==> src/hdl/md5sh_pkg.sv <==
// Shared types, constants and round tables of the MD5 stream hasher.
`default_nettype none

package md5sh_pkg;

   // Item selector codes
   localparam logic [1:0] CMD_DATA    = 2'd0;
   localparam logic [1:0] CMD_FINISH  = 2'd1;
   localparam logic [1:0] CMD_RESTART = 2'd2;
   localparam logic [1:0] CMD_UNUSED  = 2'd3;

   // Result status codes
   localparam logic STATUS_OK     = 1'b0;
   localparam logic STATUS_REJECT = 1'b1;

   // Default queue depths
   localparam int CMD_DEPTH_DEFAULT = 2;
   localparam int RSP_DEPTH_DEFAULT = 4;

   // Command word from front end to back end
   typedef struct packed {
      logic [1:0] kind;
      logic [7:0] data_byte;
   } cmd_type;

   // Result word
   typedef struct packed {
      logic        status;
      logic [1:0]  word_index;
      logic [31:0] digest_word;
      logic        last_word;
   } rsp_type;

   localparam logic [31:0] CHAIN_INIT [4] = '{
      32'h67452301, 32'hefcdab89, 32'h98badcfe, 32'h10325476
   };

   localparam logic [31:0] ROUND_K [64] = '{
      32'hd76aa478, 32'he8c7b756, 32'h242070db, 32'hc1bdceee,
      32'hf57c0faf, 32'h4787c62a, 32'ha8304613, 32'hfd469501,
      32'h698098d8, 32'h8b44f7af, 32'hffff5bb1, 32'h895cd7be,
      32'h6b901122, 32'hfd987193, 32'ha679438e, 32'h49b40821,
      32'hf61e2562, 32'hc040b340, 32'h265e5a51, 32'he9b6c7aa,
      32'hd62f105d, 32'h02441453, 32'hd8a1e681, 32'he7d3fbc8,
      32'h21e1cde6, 32'hc33707d6, 32'hf4d50d87, 32'h455a14ed,
      32'ha9e3e905, 32'hfcefa3f8, 32'h676f02d9, 32'h8d2a4c8a,
      32'hfffa3942, 32'h8771f681, 32'h6d9d6122, 32'hfde5380c,
      32'ha4beea44, 32'h4bdecfa9, 32'hf6bb4b60, 32'hbebfbc70,
      32'h289b7ec6, 32'heaa127fa, 32'hd4ef3085, 32'h04881d05,
      32'hd9d4d039, 32'he6db99e5, 32'h1fa27cf8, 32'hc4ac5665,
      32'hf4292244, 32'h432aff97, 32'hab9423a7, 32'hfc93a039,
      32'h655b59c3, 32'h8f0ccc92, 32'hffeff47d, 32'h85845dd1,
      32'h6fa87e4f, 32'hfe2ce6e0, 32'ha3014314, 32'h4e0811a1,
      32'hf7537e82, 32'hbd3af235, 32'h2ad7d2bb, 32'heb86d391
   };

   // Rotate amount, indexed by {round group, round[1:0]}
   localparam logic [4:0] ROT_AMT [16] = '{
      5'd7, 5'd12, 5'd17, 5'd22, 5'd5, 5'd9, 5'd14, 5'd20,
      5'd4, 5'd11, 5'd16, 5'd23, 5'd6, 5'd10, 5'd15, 5'd21
   };

   // Message word used by a round
   function automatic logic [3:0] msg_index(input logic [5:0] rnd);
      logic [3:0] lo;
      logic [3:0] idx;
      lo = rnd[3:0];
      case (rnd[5:4])
         2'd0:    idx = lo;
         2'd1:    idx = 4'(lo * 4'd5 + 4'd1);
         2'd2:    idx = 4'(lo * 4'd3 + 4'd5);
         default: idx = 4'(lo * 4'd7);
      endcase
      return idx;
   endfunction

endpackage

`default_nettype wire

==> src/hdl/md5sh_fifo.sv <==
// Small register-based first-in first-out queue.
`default_nettype none

module md5sh_fifo #(
   parameter int WIDTH = 8,
   parameter int DEPTH = 2
) (
   input  wire logic             clock,
   input  wire logic             reset,
   input  wire logic             push,
   input  wire logic [WIDTH-1:0] push_data,
   output logic                  full,
   input  wire logic             pop,
   output logic      [WIDTH-1:0] pop_data,
   output logic                  empty
);

   localparam int PW = (DEPTH > 1) ? $clog2(DEPTH) : 1;
   localparam int CW = $clog2(DEPTH + 1);

   logic [WIDTH-1:0] mem_ff [DEPTH];
   logic [PW-1:0]    wr_ptr_ff, wr_ptr_in;
   logic [PW-1:0]    rd_ptr_ff, rd_ptr_in;
   logic [CW-1:0]    count_ff, count_in;
   logic             do_push, do_pop;

   assign full     = (count_ff == CW'(DEPTH));
   assign empty    = (count_ff == '0);
   assign do_push  = push && !full;
   assign do_pop   = pop && !empty;
   assign pop_data = mem_ff[rd_ptr_ff];

   // pointer and fill count update
   always_comb begin
      wr_ptr_in = wr_ptr_ff;
      rd_ptr_in = rd_ptr_ff;
      count_in  = count_ff;
      if (do_push) begin
         wr_ptr_in = (wr_ptr_ff == PW'(DEPTH - 1)) ? '0 : wr_ptr_ff + 1'b1;
      end
      if (do_pop) begin
         rd_ptr_in = (rd_ptr_ff == PW'(DEPTH - 1)) ? '0 : rd_ptr_ff + 1'b1;
      end
      if (do_push && !do_pop) begin
         count_in = count_ff + 1'b1;
      end else if (do_pop && !do_push) begin
         count_in = count_ff - 1'b1;
      end
   end

   always_ff @(posedge clock) begin
      if (reset) begin
         wr_ptr_ff <= '0;
         rd_ptr_ff <= '0;
         count_ff  <= '0;
      end else begin
         wr_ptr_ff <= wr_ptr_in;
         rd_ptr_ff <= rd_ptr_in;
         count_ff  <= count_in;
      end
   end

   // storage, no reset
   always_ff @(posedge clock) begin
      if (do_push) begin
         mem_ff[wr_ptr_ff] <= push_data;
      end
   end

endmodule

`default_nettype wire

==> src/hdl/md5sh_front.sv <==
// Front end: takes input words, sorts out unused codes, queues commands.
`default_nettype none

module md5sh_front (
   input  wire logic                 req_push,
   output logic                      req_full,
   input  wire logic [1:0]           req_func,
   input  wire logic [7:0]           req_data_byte,
   output logic                      cmd_push,
   output md5sh_pkg::cmd_type        cmd,
   input  wire logic                 cmd_full
);

   logic keep;

   // unused selector is taken and dropped here
   assign keep      = (req_func != md5sh_pkg::CMD_UNUSED);
   assign req_full  = cmd_full;
   assign cmd_push  = req_push && !cmd_full && keep;

   // data byte only matters for data words
   always_comb begin
      cmd.kind      = req_func;
      cmd.data_byte = (req_func == md5sh_pkg::CMD_DATA) ? req_data_byte : '0;
   end

endmodule

`default_nettype wire

==> src/hdl/md5sh_back.sv <==
// Back end: block buffer, chaining state, MD5 round unit and digest output.
`default_nettype none

module md5sh_back (
   input  wire logic                 clock,
   input  wire logic                 reset,
   input  wire logic                 cmd_empty,
   output logic                      cmd_pop,
   input  wire md5sh_pkg::cmd_type   cmd,
   input  wire logic                 rsp_full,
   output logic                      rsp_push,
   output md5sh_pkg::rsp_type        rsp
);

   typedef enum logic [3:0] {
      S_IDLE  = 4'b0001,
      S_ROUND = 4'b0010,
      S_ADD   = 4'b0100,
      S_EMIT  = 4'b1000
   } state_type;

   state_type   state_ff, state_in;
   logic [31:0] chain_ff [4];
   logic [31:0] chain_in [4];
   logic [31:0] blk_ff [16];
   logic [31:0] blk_in [16];
   logic [63:0] bits_ff, bits_in;
   logic        finished_ff, finished_in;
   logic [5:0]  round_ff, round_in;
   logic [31:0] a_ff, b_ff, c_ff, d_ff;
   logic [31:0] a_in, b_in, c_in, d_in;
   logic        tail_ff, tail_in;
   logic        fin_ff, fin_in;
   logic [1:0]  idx_ff, idx_in;

   logic [5:0]  pos;
   logic [1:0]  grp;
   logic [31:0] f_val;
   logic [31:0] t_val;
   logic [63:0] rot_dbl;
   logic [31:0] b_next;
   logic [31:0] sum [4];

   assign pos = bits_ff[8:3];
   assign grp = round_ff[5:4];

   // one MD5 round
   always_comb begin
      case (grp)
         2'd0:    f_val = d_ff ^ (b_ff & (c_ff ^ d_ff));
         2'd1:    f_val = c_ff ^ (d_ff & (b_ff ^ c_ff));
         2'd2:    f_val = b_ff ^ c_ff ^ d_ff;
         default: f_val = c_ff ^ (b_ff | ~d_ff);
      endcase
      t_val   = a_ff + f_val + blk_ff[md5sh_pkg::msg_index(round_ff)]
                + md5sh_pkg::ROUND_K[round_ff];
      rot_dbl = {t_val, t_val} << md5sh_pkg::ROT_AMT[{grp, round_ff[1:0]}];
      b_next  = b_ff + rot_dbl[63:32];
   end

   // chaining sums after the last round
   always_comb begin
      sum[0] = chain_ff[0] + a_ff;
      sum[1] = chain_ff[1] + b_ff;
      sum[2] = chain_ff[2] + c_ff;
      sum[3] = chain_ff[3] + d_ff;
   end

   // sequencer
   always_comb begin
      logic [5:0] byte_pos;
      byte_pos    = '0;
      state_in    = state_ff;
      chain_in    = chain_ff;
      blk_in      = blk_ff;
      bits_in     = bits_ff;
      finished_in = finished_ff;
      round_in    = round_ff;
      a_in        = a_ff;
      b_in        = b_ff;
      c_in        = c_ff;
      d_in        = d_ff;
      tail_in     = tail_ff;
      fin_in      = fin_ff;
      idx_in      = idx_ff;
      cmd_pop     = 1'b0;
      rsp_push    = 1'b0;
      rsp.status      = md5sh_pkg::STATUS_OK;
      rsp.word_index  = idx_ff;
      rsp.digest_word = chain_ff[idx_ff];
      rsp.last_word   = (idx_ff == 2'd3);

      case (state_ff)
         S_IDLE: begin
            if (!cmd_empty) begin
               case (cmd.kind)
                  md5sh_pkg::CMD_RESTART: begin
                     cmd_pop     = 1'b1;
                     chain_in    = md5sh_pkg::CHAIN_INIT;
                     bits_in     = '0;
                     finished_in = 1'b0;
                  end
                  md5sh_pkg::CMD_DATA, md5sh_pkg::CMD_FINISH: begin
                     if (finished_ff) begin
                        // rejected word: one status result
                        if (!rsp_full) begin
                           cmd_pop         = 1'b1;
                           rsp_push        = 1'b1;
                           rsp.status      = md5sh_pkg::STATUS_REJECT;
                           rsp.word_index  = 2'd0;
                           rsp.digest_word = '0;
                           rsp.last_word   = 1'b1;
                        end
                     end else if (cmd.kind == md5sh_pkg::CMD_DATA) begin
                        cmd_pop = 1'b1;
                        blk_in[pos[5:2]][{pos[1:0], 3'b000} +: 8] = cmd.data_byte;
                        bits_in = bits_ff + 64'd8;
                        if (pos == 6'd63) begin
                           a_in     = chain_ff[0];
                           b_in     = chain_ff[1];
                           c_in     = chain_ff[2];
                           d_in     = chain_ff[3];
                           round_in = '0;
                           tail_in  = 1'b0;
                           fin_in   = 1'b0;
                           state_in = S_ROUND;
                        end
                     end else begin
                        // finish: marker byte, zero fill, length if it fits
                        cmd_pop = 1'b1;
                        for (int w = 0; w < 16; w++) begin
                           for (int j = 0; j < 4; j++) begin
                              byte_pos = 6'(w * 4 + j);
                              if (byte_pos == pos) begin
                                 blk_in[w][j*8 +: 8] = 8'h80;
                              end else if (byte_pos > pos) begin
                                 blk_in[w][j*8 +: 8] = 8'h00;
                              end
                           end
                        end
                        if (pos[5:3] != 3'b111) begin
                           blk_in[14] = bits_ff[31:0];
                           blk_in[15] = bits_ff[63:32];
                           tail_in    = 1'b0;
                        end else begin
                           tail_in    = 1'b1;
                        end
                        a_in     = chain_ff[0];
                        b_in     = chain_ff[1];
                        c_in     = chain_ff[2];
                        d_in     = chain_ff[3];
                        round_in = '0;
                        fin_in   = 1'b1;
                        state_in = S_ROUND;
                     end
                  end
                  default: begin
                     cmd_pop = 1'b1;
                  end
               endcase
            end
         end
         S_ROUND: begin
            a_in     = d_ff;
            b_in     = b_next;
            c_in     = b_ff;
            d_in     = c_ff;
            round_in = round_ff + 1'b1;
            if (round_ff == 6'd63) begin
               state_in = S_ADD;
            end
         end
         S_ADD: begin
            chain_in = sum;
            if (tail_ff) begin
               // extra block holding only the length
               for (int w = 0; w < 16; w++) begin
                  blk_in[w] = '0;
               end
               blk_in[14] = bits_ff[31:0];
               blk_in[15] = bits_ff[63:32];
               a_in       = sum[0];
               b_in       = sum[1];
               c_in       = sum[2];
               d_in       = sum[3];
               round_in   = '0;
               tail_in    = 1'b0;
               state_in   = S_ROUND;
            end else if (fin_ff) begin
               bits_in     = '0;
               finished_in = 1'b1;
               idx_in      = '0;
               state_in    = S_EMIT;
            end else begin
               state_in = S_IDLE;
            end
         end
         S_EMIT: begin
            if (!rsp_full) begin
               rsp_push = 1'b1;
               idx_in   = idx_ff + 1'b1;
               if (idx_ff == 2'd3) begin
                  fin_in   = 1'b0;
                  state_in = S_IDLE;
               end
            end
         end
         default: begin
            state_in = S_IDLE;
         end
      endcase
   end

   // control state
   always_ff @(posedge clock) begin
      if (reset) begin
         state_ff    <= S_IDLE;
         chain_ff    <= md5sh_pkg::CHAIN_INIT;
         bits_ff     <= '0;
         finished_ff <= 1'b0;
         round_ff    <= '0;
         tail_ff     <= 1'b0;
         fin_ff      <= 1'b0;
         idx_ff      <= '0;
      end else begin
         state_ff    <= state_in;
         chain_ff    <= chain_in;
         bits_ff     <= bits_in;
         finished_ff <= finished_in;
         round_ff    <= round_in;
         tail_ff     <= tail_in;
         fin_ff      <= fin_in;
         idx_ff      <= idx_in;
      end
   end

   // working variables and block buffer, no reset
   always_ff @(posedge clock) begin
      a_ff   <= a_in;
      b_ff   <= b_in;
      c_ff   <= c_in;
      d_ff   <= d_in;
      blk_ff <= blk_in;
   end

   // checks
   a_round_end: assert property (@(posedge clock) disable iff (reset)
      (state_ff == S_ROUND && round_ff == 6'd63) |=> (state_ff == S_ADD))
      else $error("round loop did not end in chain add");

   a_push_state: assert property (@(posedge clock) disable iff (reset)
      rsp_push |-> (!rsp_full && (state_ff == S_IDLE || state_ff == S_EMIT)))
      else $error("result pushed from wrong state or into full queue");

   a_pop_state: assert property (@(posedge clock) disable iff (reset)
      cmd_pop |-> (!cmd_empty && state_ff == S_IDLE))
      else $error("command popped while busy or empty");

   a_emit_done: assert property (@(posedge clock) disable iff (reset)
      (state_ff == S_EMIT) |-> (finished_ff && bits_ff == '0))
      else $error("digest emitted before message closed");

   a_emit_last: assert property (@(posedge clock) disable iff (reset)
      (state_ff == S_EMIT && rsp_push && idx_ff == 2'd3) |=> (state_ff == S_IDLE))
      else $error("digest output did not stop after last word");

endmodule

`default_nettype wire

==> src/hdl/md5_stream_hasher.sv <==
// MD5 stream hasher, top level: front end, command queue, back end, result queue.
//
// Message bytes go in one word each; a finish word closes the message and
// yields the four digest words A..D, a restart word opens a new message.
// Data and finish words after finish and before restart each get one reject
// result. A data byte is stored as it is popped; the byte that fills a
// 64-byte block starts the round unit, which does one MD5 round per cycle
// through the 64 rounds, then a chain add, and no word is taken until done.
// A finish pads and hashes the block, plus a length-only block if the length
// spills over, then pushes the four digest words, waiting while the result
// queue is full. A command queue of CMD_DEPTH words sits in front of the back end
// and RSP_DEPTH results wait in the output queue; either side may stall on its own.
`default_nettype none

module md5_stream_hasher #(
   parameter int CMD_DEPTH = md5sh_pkg::CMD_DEPTH_DEFAULT,
   parameter int RSP_DEPTH = md5sh_pkg::RSP_DEPTH_DEFAULT
) (
   input  wire logic        clock,
   input  wire logic        reset,
   input  wire logic        req_push,
   output logic             req_full,
   input  wire logic [1:0]  req_func,
   input  wire logic [7:0]  req_data_byte,
   output logic             rsp_empty,
   input  wire logic        rsp_pop,
   output logic             rsp_status,
   output logic [1:0]       rsp_word_index,
   output logic [31:0]      rsp_digest_word,
   output logic             rsp_last_word
);

   localparam int CMD_W = $bits(md5sh_pkg::cmd_type);
   localparam int RSP_W = $bits(md5sh_pkg::rsp_type);

   md5sh_pkg::cmd_type cmd_in_word;
   md5sh_pkg::cmd_type cmd_out_word;
   md5sh_pkg::rsp_type rsp_in_word;
   md5sh_pkg::rsp_type rsp_out_word;
   logic               cmd_push, cmd_full, cmd_pop, cmd_empty;
   logic               rsp_push, rsp_full;
   logic [CMD_W-1:0]   cmd_q_out;
   logic [RSP_W-1:0]   rsp_q_out;

   // input side
   md5sh_front u_front (
      .req_push      (req_push),
      .req_full      (req_full),
      .req_func      (req_func),
      .req_data_byte (req_data_byte),
      .cmd_push      (cmd_push),
      .cmd           (cmd_in_word),
      .cmd_full      (cmd_full)
   );

   md5sh_fifo #(
      .WIDTH (CMD_W),
      .DEPTH (CMD_DEPTH)
   ) u_cmd_q (
      .clock     (clock),
      .reset     (reset),
      .push      (cmd_push),
      .push_data (cmd_in_word),
      .full      (cmd_full),
      .pop       (cmd_pop),
      .pop_data  (cmd_q_out),
      .empty     (cmd_empty)
   );

   assign cmd_out_word = md5sh_pkg::cmd_type'(cmd_q_out);

   // hashing engine
   md5sh_back u_back (
      .clock     (clock),
      .reset     (reset),
      .cmd_empty (cmd_empty),
      .cmd_pop   (cmd_pop),
      .cmd       (cmd_out_word),
      .rsp_full  (rsp_full),
      .rsp_push  (rsp_push),
      .rsp       (rsp_in_word)
   );

   // result side
   md5sh_fifo #(
      .WIDTH (RSP_W),
      .DEPTH (RSP_DEPTH)
   ) u_rsp_q (
      .clock     (clock),
      .reset     (reset),
      .push      (rsp_push),
      .push_data (rsp_in_word),
      .full      (rsp_full),
      .pop       (rsp_pop),
      .pop_data  (rsp_q_out),
      .empty     (rsp_empty)
   );

   assign rsp_out_word    = md5sh_pkg::rsp_type'(rsp_q_out);
   assign rsp_status      = rsp_out_word.status;
   assign rsp_word_index  = rsp_out_word.word_index;
   assign rsp_digest_word = rsp_out_word.digest_word;
   assign rsp_last_word   = rsp_out_word.last_word;

endmodule

`default_nettype wire

==> config.mk <==
export PLATFORM = sky130hd
export DESIGN_NAME = md5_stream_hasher
export DESIGN_NICKNAME = d
export VERILOG_FILES = /design/src/hdl/md5sh_pkg.sv /design/src/hdl/md5sh_fifo.sv /design/src/hdl/md5sh_front.sv /design/src/hdl/md5sh_back.sv /design/src/hdl/md5_stream_hasher.sv
export SDC_FILE = /design/constraint.sdc
export NUM_CORES = 2
export LEC_CHECK = 0
export BUFFER_PORTS_ARGS = -buffer_cell sky130_fd_sc_hd__buf_2
export CORE_MARGIN = 3
export CORE_UTILIZATION = 30
export CTS_CLUSTER_SIZE = 14
export DETAILED_ROUTE_END_ITERATION = 8
export GPL_ROUTABILITY_DRIVEN = 1
export SYNTH_ARGS = -nofsm -noshare
export SYNTH_HDL_FRONTEND = slang
export SYNTH_SLANG_ARGS = --single-unit
==> constraint.sdc <==
create_clock -name clock -period 31 [get_ports clock]
set_input_delay 3.1 -clock clock [delete_from_list [all_inputs] [get_ports clock]]
set_output_delay 3.1 -clock clock [all_outputs]
set_load 0.1 [all_outputs]
==> load_flow_metrics.sql <==
INSERT INTO impl_metrics (metric_group, metric, value, unit) VALUES
('floorplanning', 'die-area', '0.229', 'sq mm'),
('place', 'port_buffers', '51', ''),
('route', 'route.detailed.drc', '0', ''),
('logic_synthesis', 'post-synth-top-area-cell', 'edfxtp_1', ''),
('worst_setup_path', 'critical_path_arrival', '13.97', 'ns'),
('clocking', 'cts_max_path_buffers', '3', ''),
('finish', 'fin_nets', '7273', ''),
('sta', 'fin_worst_skew', '0.0332', 'ns'),
('finish', 'layout.cells.non_filler', '10013', ''),
('power', 'comb_power_share', '0.589', ''),
('logic_synthesis', 'synthCells', '7173', ''),
('sta', 'finalCriticalPeriod', '13.48', 'ns'),
('power', 'internal_power', '4.54', 'mW'),
('finish', 'filler_instances', '22640', ''),
('floorplanning', 'dieHeight', '479', 'um'),
('worst_setup_path', 'startpoint_class_of_the_critical_path', 'flop', ''),
('power', 'total_leakage_power', '25.7', 'nW'),
('route', 'route.final.wire_length', '231', 'mm'),
('route', 'drt-wirelength-per-cell', '23.1', 'um'),
('worst_setup_path', 'worst_path_largest_cell_delay', '0.69', 'ns'),
('grt', 'grt_pass1_wl', '345', 'mm'),
('worst_setup_path', 'cp.required', '31.50', 'ns'),
('place', 'routabilityCongestion', '0.934', ''),
('route', 'num_vias', '57176', ''),
('grt', 'grt_antenna_before_repair', '8', ''),
('finish', 'register_area', '0.0285', 'sq mm'),
('sta', 'totalNegativeSetupSlack', '0', 'ns'),
('flow_run', 'timing.max_cap.violations', '0', ''),
('power', 'switching_power_share_of_the_total', '0.462', ''),
('worst_setup_path', 'path_depth', '40', ''),
('power', 'switching_power', '3.90', 'mW'),
('clocking', 'cts_num_sinks', '1022', ''),
('logic_synthesis', 'avg_synthesized_cell_area', '9.34', 'sq um'),
('place', 'placedInstanceArea', '0.0701', 'sq mm'),
('sta', 'layout_setup_ws', '17.52', 'ns'),
('logic_synthesis', 'mappedNetlistArea', '0.0670', 'sq mm'),
('logic_synthesis', 'synth_top_cells_by_area', 'edfxtp_1 (36%), mux4_2 (7.0%), nor2_1 (7.0%)', ''),
('place', 'dp_hpwl', '160', 'mm'),
('floorplanning', 'fp.coreArea', '0.221', 'sq mm'),
('place', 'numPlacedInstances', '9803', ''),
('logic_synthesis', 'yosysTopAreaCellShare', '0.360', ''),
('finish', 'layout.cells.most_common', 'nor2_1', ''),
('power', 'p_per_area', '114', 'mW/mm^2'),
('min_path', 'timing.hold.worst.class', 'reg -> reg', ''),
('logic_synthesis', 'syn_nets', '7489', ''),
('finish', 'finalCoreUtilization', '0.334', ''),
('logic_synthesis', 'postSynth.asyncResetShare', '0', ''),
('place', 'pre_cts_ws', '17.79', 'ns'),
('sta', 'hold_ws', '0.492', 'ns'),
('finish', 'multi_input_comb_area', '0.0360', 'sq mm'),
('power', 'finalPower', '8.45', 'mW'),
('worst_setup_path', 'path_class', 'reg -> reg', ''),
('grt', 'grt_use_total', '0.193', ''),
('floorplanning', 'dieWidth', '479', 'um'),
('route', 'vias_per_cell', '5.71', ''),
('grt', 'first_global_vias', '54534', ''),
('clocking', 'cts-htree-levels', '3', ''),
('sta', 'worst_pin_slew', '1.31', 'ns'),
('floorplanning', 'ports', '52', ''),
('logic_synthesis', 'dominantRegCellSynth', 'edfxtp_1', ''),
('finish', 'layout.cells.most_common_list', 'nor2_1 (1240), a21oi_1 (912), edfxtp_1 (804)', ''),
('worst_setup_path', 'slowest_stage', 'ha_1', ''),
('clocking', 'cts.clk_slew.worst_paths', '0.06', 'ns'),
('logic_synthesis', 'synth_sequential_area_ratio', '0.426', ''),
('clocking', 'cts.repair.resized', '0', ''),
('route', 'detail_route.first_pass.iterations', '8', ''),
('worst_setup_path', 'worstPathBufferInverterCount', '4', ''),
('clocking', 'cts_post_setup_buffers_inserted', '0', ''),
('outcome', 'outcome', 'completed', ''),
('finish', 'final_area', '0.0738', 'sq mm'),
('logic_synthesis', 'ys.warnings.count', '0', '');
## worst paths after layout
check	startpoint	end	slack, ns
setup / recovery	u_back.round_ff[0]$_SDFFE_PP0P_	u_back.b_ff[31]$_DFFE_PP_	17.52
setup reg to reg	u_back.round_ff[0]$_SDFFE_PP0P_	u_back.b_ff[31]$_DFFE_PP_	17.52
hold reg to reg	u_back.bits_ff[24]$_SDFFE_PP0P_	u_back.bits_ff[24]$_SDFFE_PP0P_	0.49
hold / removal	u_back.bits_ff[24]$_SDFFE_PP0P_	u_back.bits_ff[24]$_SDFFE_PP0P_	0.49
## registers in the layout, indices dropped and copies added, names as in the netlist, named ones only
signal,cells
u_back.blk_ff,512
u_rsp_q.count_ff,3
u_back.round_ff,6
u_cmd_q.wr_ptr_ff,1
u_back.tail_ff,1
u_back.d_ff,32
u_back.fin_ff,1
u_back.finished_ff,1
u_cmd_q.rd_ptr_ff,1
u_back.state_ff,4
u_back.c_ff,32
u_rsp_q.wr_ptr_ff,2
u_back.a_ff,32
u_cmd_q.count_ff,2
u_rsp_q.rd_ptr_ff,2
u_back.idx_ff,2
u_rsp_q.mem_ff,144
u_cmd_q.mem_ff,20
u_back.b_ff,32
u_back.bits_ff,61
u_back.chain_ff,128
## power by group through the flow
stage | sequential (mW) | combinational (mW) | clock (mW)
4_1_cts | 2.09 | 4.93 | 1.40
5_1_grt | 2.12 | 5.47 | 1.45
3_3_place_gp | 2.10 | 4.87 | 0
3_5_place_dp | 2.12 | 4.90 | 0
2_1_floorplan | 2.03 | 3.64 | 0
6_report | 2.10 | 4.97 | 1.38
## worst register-to-register path, delay by kind of cell, from the launching register on
family	cells	cell delay, ns
AOI/OAI and AO/OA	18	5.14
adders and majority gates	6	3.12
buffers and inverters	4	1.87
muxes	4	1.44
xor gates and xnor gates	4	0.81
and+or+nand+nor	4	0.53
DFF	1	0.31
## cell usage after synthesis (all sizes together) (14+ instances only)
| cell type | number |
|---|---|
| nor2 | 1245 |
| a21oi | 914 |
| edfxtp | 804 |
| nand2 | 673 |
| clkbuf | 402 |
| o21ai | 319 |
| ha | 231 |
| dfxtp | 218 |
| inv | 212 |
| mux4 | 209 |
| nor3 | 163 |
| xnor2 | 156 |
| a22oi | 135 |
| mux2i | 122 |
| nand3 | 116 |
| xor2 | 94 |
| a31oi | 92 |
| nor2b | 75 |
| buf | 74 |
| a21o | 72 |
| fa | 71 |
| mux2 | 51 |
| o22ai | 47 |
| nand2b | 46 |
| o21bai | 44 |
| or3 | 43 |
| a211oi | 42 |
| and3 | 41 |
| o21a | 34 |
| o211ai | 33 |
| or2 | 33 |
| and2 | 32 |
| nand4 | 26 |
| o31ai | 26 |
| a221oi | 24 |
| a311oi | 22 |
| a221o | 17 |
| a211o | 14 |
| o311a | 14 |
## area by class of cell
class                   instances  area share
multi-input cells            5460       0.488
flip-flops and latches       1022       0.387
well taps                    2958      0.0502
clock buffers                 141      0.0401
repair buffers                148      0.0140
inverters                     215      0.0110
clock inverters                68      0.0100
diodes                          1   0.0000339
## cells by family after synthesis
kind of cell | count (synthesis) | synth area share
xor gates and xnor gates | 251 | 0.0330
AOI/OAI and AO/OA | 1974 | 0.178
adders and majority gates | 306 | 0.0650
muxes | 382 | 0.0971
DFF | 1022 | 0.426
and+or+nand+nor | 2547 | 0.162
buffers and inverters | 691 | 0.0390
## per-layer routing
metal | global-route usage | wire [um] | up-vias
li1 | - | - | 25771
met1 | 0.261 | 96800 | 28274
met2 | 0.304 | 104000 | 2637
met3 | 0.0340 | 18900 | 488
met4 | 0.0808 | 10700 | 6
met5 | 0 | 34 | -
Power figures use the tool's default switching activity.
